$ cat src/hw/rtl/twr_pkg.sv
// shared types and constants for the three-wire register access master
// used by twr_engine, the top level and the port checker
package twr_pkg;

  localparam int ADDR_BITS   = 4;
  localparam int DATA_BITS   = 20;
  localparam int NUM_MODULES = 4;
  localparam int SEND_BITS   = ADDR_BITS + 1 + DATA_BITS;
  localparam int CNT_W       = 5;
  localparam int DELAY_W     = 16;
  localparam int MOD_W       = 2;
  localparam int TDATA_W     = 32;

  localparam logic [DELAY_W-1:0] DELAY_RESET = 16'd100;

  localparam logic [CNT_W-1:0] FRAME_READ_BITS  = CNT_W'(ADDR_BITS + 1);
  localparam logic [CNT_W-1:0] FRAME_WRITE_BITS = CNT_W'(SEND_BITS);
  localparam logic [CNT_W-1:0] READ_BITS        = CNT_W'(DATA_BITS);

  // command codes
  localparam logic [1:0] CMD_TICK  = 2'd0;
  localparam logic [1:0] CMD_READ  = 2'd1;
  localparam logic [1:0] CMD_WRITE = 2'd2;

  typedef enum logic [2:0] {
    PH_IDLE      = 3'd0,
    PH_SEND_LOW  = 3'd1,
    PH_SEND_HIGH = 3'd2,
    PH_READ_WAIT = 3'd3,
    PH_READ_HIGH = 3'd4,
    PH_READ_LOW  = 3'd5
  } phase_t;

  // input item, first field in the highest bits
  typedef struct packed {
    logic                 data_in;
    logic [DATA_BITS-1:0] write_data;
    logic [ADDR_BITS-1:0] reg_addr;
    logic [MOD_W-1:0]     module_req;
    logic [1:0]           cmd;
  } in_item_t;

  // result item, first field in the highest bits
  typedef struct packed {
    logic                   read_done;
    logic [DATA_BITS-1:0]   read_data;
    logic                   busy_res;
    logic                   data_drive_enable;
    logic                   serial_data_out;
    logic                   serial_clock;
    logic [NUM_MODULES-1:0] chip_select_n;
  } result_t;

  localparam int ITEM_W   = $bits(in_item_t);
  localparam int RESULT_W = $bits(result_t);

endpackage

$ cat src/hw/rtl/twr_engine.sv
// bit engine: transaction state, delay register and one-tick step logic
// depends on twr_pkg
module twr_engine
  import twr_pkg::*;
(
  input  logic               clk,
  input  logic               rst,
  input  logic               step,
  input  in_item_t           item,
  input  logic               cfg_we,
  input  logic [DELAY_W-1:0] cfg_delay,
  output result_t            res
);

  logic [DELAY_W-1:0]   delay_ticks;
  phase_t               phase, phase_next;
  logic [CNT_W-1:0]     bit_count, bit_count_next;
  logic [DELAY_W-1:0]   tick_timer, tick_timer_next;
  logic [SEND_BITS-1:0] send_shift, send_shift_next;
  logic [DATA_BITS-1:0] read_shift, read_shift_next;
  logic [MOD_W-1:0]     active_module, active_module_next;
  logic                 is_write, is_write_next;

  logic [DELAY_W-1:0]   unit;
  logic [DELAY_W:0]     tick_sum;
  logic                 unit_end;
  logic [CNT_W-1:0]     bit_inc;
  logic [CNT_W-1:0]     frame_bits;

  // state registers
  always_ff @(posedge clk) begin
    if (rst) begin
      delay_ticks   <= DELAY_RESET;
      phase         <= PH_IDLE;
      bit_count     <= '0;
      tick_timer    <= '0;
      send_shift    <= '0;
      read_shift    <= '0;
      active_module <= '0;
      is_write      <= 1'b0;
    end else begin
      if (cfg_we) begin
        delay_ticks <= cfg_delay;
      end
      if (step) begin
        phase         <= phase_next;
        bit_count     <= bit_count_next;
        tick_timer    <= tick_timer_next;
        send_shift    <= send_shift_next;
        read_shift    <= read_shift_next;
        active_module <= active_module_next;
        is_write      <= is_write_next;
      end
    end
  end

  // unit timing, a zero delay acts as one
  assign unit       = (delay_ticks == '0) ? DELAY_W'(1) : delay_ticks;
  assign tick_sum   = {1'b0, tick_timer} + (DELAY_W+1)'(1);
  assign unit_end   = tick_sum >= {1'b0, unit};
  assign bit_inc    = bit_count + CNT_W'(1);
  assign frame_bits = is_write ? FRAME_WRITE_BITS : FRAME_READ_BITS;

  // next state for one tick
  always_comb begin
    phase_next         = phase;
    bit_count_next     = bit_count;
    tick_timer_next    = tick_timer;
    send_shift_next    = send_shift;
    read_shift_next    = read_shift;
    active_module_next = active_module;
    is_write_next      = is_write;
    res.read_done      = 1'b0;
    res.read_data      = '0;

    if (phase == PH_IDLE) begin
      if (item.cmd == CMD_READ || item.cmd == CMD_WRITE) begin
        is_write_next      = (item.cmd == CMD_WRITE);
        active_module_next = item.module_req;
        send_shift_next    = {item.write_data, (item.cmd == CMD_WRITE), item.reg_addr};
        read_shift_next    = '0;
        bit_count_next     = '0;
        tick_timer_next    = '0;
        phase_next         = PH_SEND_LOW;
      end
    end else if (!unit_end) begin
      tick_timer_next = tick_sum[DELAY_W-1:0];
    end else begin
      tick_timer_next = '0;
      case (phase)
        PH_SEND_LOW: begin
          phase_next = PH_SEND_HIGH;
        end
        PH_SEND_HIGH: begin
          send_shift_next = send_shift >> 1;
          if (bit_inc >= frame_bits) begin
            bit_count_next = '0;
            phase_next     = is_write ? PH_IDLE : PH_READ_WAIT;
          end else begin
            bit_count_next = bit_inc;
            phase_next     = PH_SEND_LOW;
          end
        end
        PH_READ_WAIT: begin
          // bits arrive lsb first, so shift in from the top
          read_shift_next = {item.data_in, read_shift[DATA_BITS-1:1]};
          phase_next      = PH_READ_HIGH;
        end
        PH_READ_HIGH: begin
          phase_next = PH_READ_LOW;
        end
        PH_READ_LOW: begin
          if (bit_inc >= READ_BITS) begin
            bit_count_next = '0;
            res.read_data  = read_shift;
            res.read_done  = 1'b1;
            phase_next     = PH_IDLE;
          end else begin
            bit_count_next = bit_inc;
            phase_next     = PH_READ_WAIT;
          end
        end
        default: begin
          phase_next = PH_IDLE;
        end
      endcase
    end

    // pin levels after the tick
    res.chip_select_n = '1;
    if (phase_next != PH_IDLE) begin
      res.chip_select_n[active_module_next] = 1'b0;
    end
    res.serial_clock = (phase_next == PH_SEND_HIGH) || (phase_next == PH_READ_HIGH);
    res.serial_data_out = ((phase_next == PH_SEND_LOW) || (phase_next == PH_SEND_HIGH))
                          ? send_shift_next[0] : 1'b0;
    res.data_drive_enable = (phase_next == PH_IDLE) || (phase_next == PH_SEND_LOW) ||
                            (phase_next == PH_SEND_HIGH);
    res.busy_res = (phase_next != PH_IDLE);
  end

endmodule

$ cat src/hw/rtl/three_wire_register_access_master.sv
// Three-wire register access master, LSB first, for four modules.
//
// Each transaction on the s_axis channel is one timebase tick carrying a
// command (tick only, start read, start write), the module, the register
// address, the write data and the sampled level of the data line. Every
// tick gives exactly one transaction on the m_axis channel with the pin
// levels after that tick: chip selects, serial clock, data out, data
// drive enable, busy, and the read word with its done flag.
// The cfg channel writes delay_ticks (ticks per bus phase); it is
// always ready. The user must write it only while no transaction is in
// flight; the block itself does not enforce this. A tick is taken into
// the input register, stepped into the result register once that is
// free, and then shows on m_axis. Throughput: one tick per cycle while
// m_axis does not stall; the step logic runs once per accepted tick
// between the two registers. When m_axis stalls the result register
// holds and the input register still takes one more tick;
// s_axis_tready then drops until the result is taken. Reset clears
// both valid flags, the bus state goes idle and delay_ticks returns to 100.
// depends on twr_pkg and twr_engine
module three_wire_register_access_master
  import twr_pkg::*;
(
  input  logic               clk,
  input  logic               rst,
  // cmd[1:0], module_req[3:2], reg_addr[7:4], write_data[27:8], data_in[28]
  input  logic               s_axis_tvalid,
  output logic               s_axis_tready,
  input  logic [TDATA_W-1:0] s_axis_tdata,
  // chip_select_n[3:0], serial_clock[4], serial_data_out[5],
  // data_drive_enable[6], busy_res[7], read_data[27:8], read_done[28]
  output logic               m_axis_tvalid,
  input  logic               m_axis_tready,
  output logic [TDATA_W-1:0] m_axis_tdata,
  input  logic               cfg_valid,
  output logic               cfg_ready,
  input  logic [DELAY_W-1:0] cfg_data
);

  logic     in_valid;
  in_item_t in_item;
  logic     out_valid;
  result_t  out_res;
  result_t  step_res;
  logic     advance;

  assign advance       = in_valid && (!out_valid || m_axis_tready);
  assign s_axis_tready = !in_valid || advance;
  assign cfg_ready     = 1'b1;

  // input register
  always_ff @(posedge clk) begin
    if (rst) begin
      in_valid <= 1'b0;
    end else if (s_axis_tready) begin
      in_valid <= s_axis_tvalid;
    end
  end

  always_ff @(posedge clk) begin
    if (s_axis_tready && s_axis_tvalid) begin
      in_item <= in_item_t'(s_axis_tdata[ITEM_W-1:0]);
    end
  end

  // one tick of the bus engine
  twr_engine u_engine (
    .clk       (clk),
    .rst       (rst),
    .step      (advance),
    .item      (in_item),
    .cfg_we    (cfg_valid && cfg_ready),
    .cfg_delay (cfg_data),
    .res       (step_res)
  );

  // result register
  always_ff @(posedge clk) begin
    if (rst) begin
      out_valid <= 1'b0;
    end else if (advance) begin
      out_valid <= 1'b1;
    end else if (m_axis_tready) begin
      out_valid <= 1'b0;
    end
  end

  always_ff @(posedge clk) begin
    if (advance) begin
      out_res <= step_res;
    end
  end

  assign m_axis_tvalid = out_valid;
  assign m_axis_tdata  = {(TDATA_W-RESULT_W)'(0), out_res};

endmodule

$ cat config.mk
export PLATFORM = sky130hd
export DESIGN_NAME = three_wire_register_access_master
export DESIGN_NICKNAME = d
export VERILOG_FILES = /design/src/hw/rtl/twr_pkg.sv /design/src/hw/rtl/twr_engine.sv /design/src/hw/rtl/three_wire_register_access_master.sv
export SDC_FILE = /design/constraint.sdc
export NUM_CORES = 1
export LEC_CHECK = 0
export BUFFER_PORTS_ARGS = -buffer_cell sky130_fd_sc_hd__buf_2
export CAP_MARGIN = 25
export CORE_AREA = 5 5 85 166
export DETAILED_ROUTE_END_ITERATION = 16
export DIE_AREA = 0 0 90 171
export GPL_ROUTABILITY_DRIVEN = 0
export GPL_TIMING_DRIVEN = 0
export PLACE_DENSITY = 0.86
export SKIP_CTS_REPAIR_TIMING = 1
export SLEW_MARGIN = 30
export SYNTH_ARGS = -nofsm -noshare
export SYNTH_HDL_FRONTEND = slang
export SYNTH_SLANG_ARGS = --single-unit
$ cat constraint.sdc
create_clock -name clk -period 5.49 [get_ports clk]
set_clock_uncertainty 0.2 [all_clocks]
set_input_delay 0 -clock clk [delete_from_list [all_inputs] [get_ports clk]]
set_output_delay 0 -clock clk [all_outputs]
set_load 0.005 [all_outputs]
==> reports/results.ini <==
[cells_and_area]
postLayoutCoreUtil=0.694
final_nets=923
antenna_diode_instance_count=0
stdcell_area_um2=8860
layout.cells.non_filler=1012
synthToLayoutAreaGrowth_pct=23.6
share_of_layout_cells_above_drive_strength_1=0.206

[timing]
setup_slack_ps=1070
setup_total_negative_slack_ps=0
grt_setup_unrepaired=false
finalSetupViolCount=0
timing.slew.headroom=0.528
max_freq_ghz=0.226
worst_slew_pin_slew_ps=708
final_max_slew_viol_count=0
hold_viol_final=5
period_needed_ps=4420
final_min_period_over_clock_period=0.806
final.hold.worst_slack_ps=-47.6

[drt]
drtAntennaViolNets=0
detail_route.iter0.violations=484
vias=6089
route.detailed.vias_per_inst=6.02
firstDrtPassIters=5
route.detailed.wl_per_inst_um=17.1
post_route_wl_um=17300
drc_errors=0

[place]
post_dp_cell_area_um2=7790
placement.io_buffers=78
post-place-ws_ps=1160
placedCellCount=928
detailed_place_hpwl_um=11300

[synthesis]
synth.yosys.seq_area_share=0.494
mappedNetlistArea_um2=7170
post_synth.cell_area_avg_um2=10.3
yosysWarnings=0
yosys_reg_bits=148
synth-async-reset-ratio=0
synthCells=695
yosys.cell_types.count=72
synth-edff-count=58
synth_flop_type=dfxtp_1

[cts]
cts_made_buffers=17
clock_latency_ps=420
cts_num_sinks=148
clk_path_buf_depth=2
cts_tree=yes
cts-htree-levels=4
root_buffer=clkbuf_16
cts.reportedPaths.clkPinSlew_ps=70

[die]
die_area_um2=15400
die_y_um=171
core-area_um2=12800
start_util=0.561
die_x_um=90
row_count=59
ioPinCount=88

[global_routing]
maximum_number_of_pins_on_one_net_before_global_route_repair=31
antenna_found_initial=0
grt_overflow_total=0
grt_pass1_wl_um=26700
grt_pass1_vias=5711
grt_util_all_layers=0.210

[setup_path]
cp.required_ps=5460
worst_setup_path_end_kind=flip-flop
startpoint_type_of_the_worst_setup_path=flip-flop
max_fo_critical_path=10
criticalPathCategory=flip-flop to flip-flop
critical_path_arrival_ps=4390

[status]
failed_checks=negative hold slack
run_status=finished, violations left

[run]
cap_violations=0

[power]
vdd.ir_drop.worst_mv=0.236
leakage_power_of_the_design_nw=3.28
power.density_nw_per_um2=296

[hold_path]
tightest_hold_check_type=input pin to flip-flop

==> state kept, by name (all words and copies together), names as in the netlist <==
name and cells:
u_engine.tick_timer 16, u_engine.active_module 2, in_item 29, u_engine.read_shift 20, m_axis_tdata 29, u_engine.send_shift 25, in_valid 1, m_axis_tvalid 1
u_engine.bit_count 5, u_engine.phase 3, u_engine.is_write 1, u_engine.delay_ticks 16
==> layer usage <==
metal  GRT usage  part of all wire  vias up
met2       0.353              0.52      269
met5           0                 0        -
met3      0.0453             0.058       53
li1            -                 -     2887
met1       0.251              0.39     2880
met4       0.110             0.034        0
==> cell usage after synthesis, types with 3 or more instances <==
| cell type | instances | area (um^2) |
|---|---|---|
| a211oi_1 | 7 | 52.6 |
| a211oi_2 | 20 | 250 |
| a21oi_1 | 70 | 350 |
| a21oi_2 | 3 | 26.3 |
| a22oi_1 | 30 | 225 |
| a31oi_1 | 3 | 18.8 |
| a32o_1 | 3 | 30.0 |
| and2_1 | 24 | 150 |
| and3_1 | 3 | 18.8 |
| buf_2 | 12 | 60.1 |
| buf_4 | 5 | 37.5 |
| buf_6 | 6 | 67.6 |
| clkbuf_1 | 31 | 116 |
| dfxtp_1 | 90 | 1800 |
| edfxtp_1 | 58 | 1740 |
| ha_1 | 23 | 288 |
| inv_1 | 27 | 101 |
| mux2i_1 | 14 | 140 |
| nand2_1 | 33 | 124 |
| nand2b_1 | 3 | 18.8 |
| nand3_1 | 37 | 185 |
| nand4_1 | 5 | 31.3 |
| nor2_1 | 44 | 165 |
| nor2b_1 | 6 | 37.5 |
| nor3_1 | 9 | 45.0 |
| nor3b_1 | 4 | 30.0 |
| nor4_1 | 5 | 31.3 |
| o2111ai_1 | 5 | 43.8 |
| o211ai_1 | 29 | 218 |
| o21ai_0 | 7 | 35.0 |
| o21ai_1 | 8 | 40.0 |
| o22ai_1 | 4 | 25.0 |
| xnor2_1 | 11 | 96.3 |
| xor2_1 | 6 | 52.6 |
==> where the power goes <==
part           total (mW)  internal, mW  switching [mW]
Clock                1.09         0.603           0.488
Sequential           1.22          1.19          0.0264
Combinational       0.313         0.128           0.184
Total                2.62          1.92           0.699
==> cells by family (layout without fill, tap and decap cells) <==
logic type	after synthesis	count (layout)	share of synthesized area
flops	148	148	0.494
buf+inv	83	246	0.0544
other cells	2	4	0.00105
mux	14	14	0.0195
compound gates	213	213	0.221
simple gates	195	195	0.149
fa+ha+maj	23	23	0.0401
xor+xnor	17	17	0.0208
==> area by class of cell <==
type	instances	area [um^2]
sequential	148	3540
tap	152	190
timing repair buffer	131	931
fill	901	3910
clock buffer	18	439
clock inverter	14	114
buffer	55	287
multi-input combinational	466	3250
inverter	28	105
==> per-stage QoR <==
step | power, mW | hold WS (ps)
detailed placement | 1.51 | -21.9
finish | 2.62 | -47.6
global placement | 1.50 | -23.7
CTS | 2.59 | -461
floorplan | 1.43 | -101
global route | 2.73 | 5.39
==> worst max-delay path: stages, from the launching register on <==
cell,delay (ps)
dfxtp_1,420
and3_1,280
nand3_1,230
nor2_1,420
nand2_1,200
xnor2_1,190
ha_1,310
nand3_2,100
nor2_1,110
nand3_1,110
nor3_2,560
buf_2,410
nor3_2,110
nor4_2,310
and4bb_1,220
==> layout by cell type, fill, tap and decap left out, drive strengths merged, types with 15 or more instances in the layout <==
cell,synthesis,final
nand2,33,33
clkbuf,31,49
and2,24,24
nor2,46,46
inv,27,36
a21oi,73,73
edfxtp,58,58
dfxtp,90,90
dlygate4sd3,0,52
a211oi,27,27
o21ai,15,15
ha,23,23
o211ai,29,29
buf,24,103
a22oi,30,30
nand3,38,38
==> final timing paths <==
path	from	end	slack, ps	depth (start not counted)
min	cfg_valid	u_engine.delay_ticks[12]	-50	3
max	u_engine.tick_timer[2]	m_axis_tdata[5]	1070	14
max reg2reg	u_engine.tick_timer[2]	m_axis_tdata[5]	1070	14
min reg2reg	u_engine.read_shift[16]	u_engine.read_shift[16]	280	2
Power figures use the tool's default switching activity.
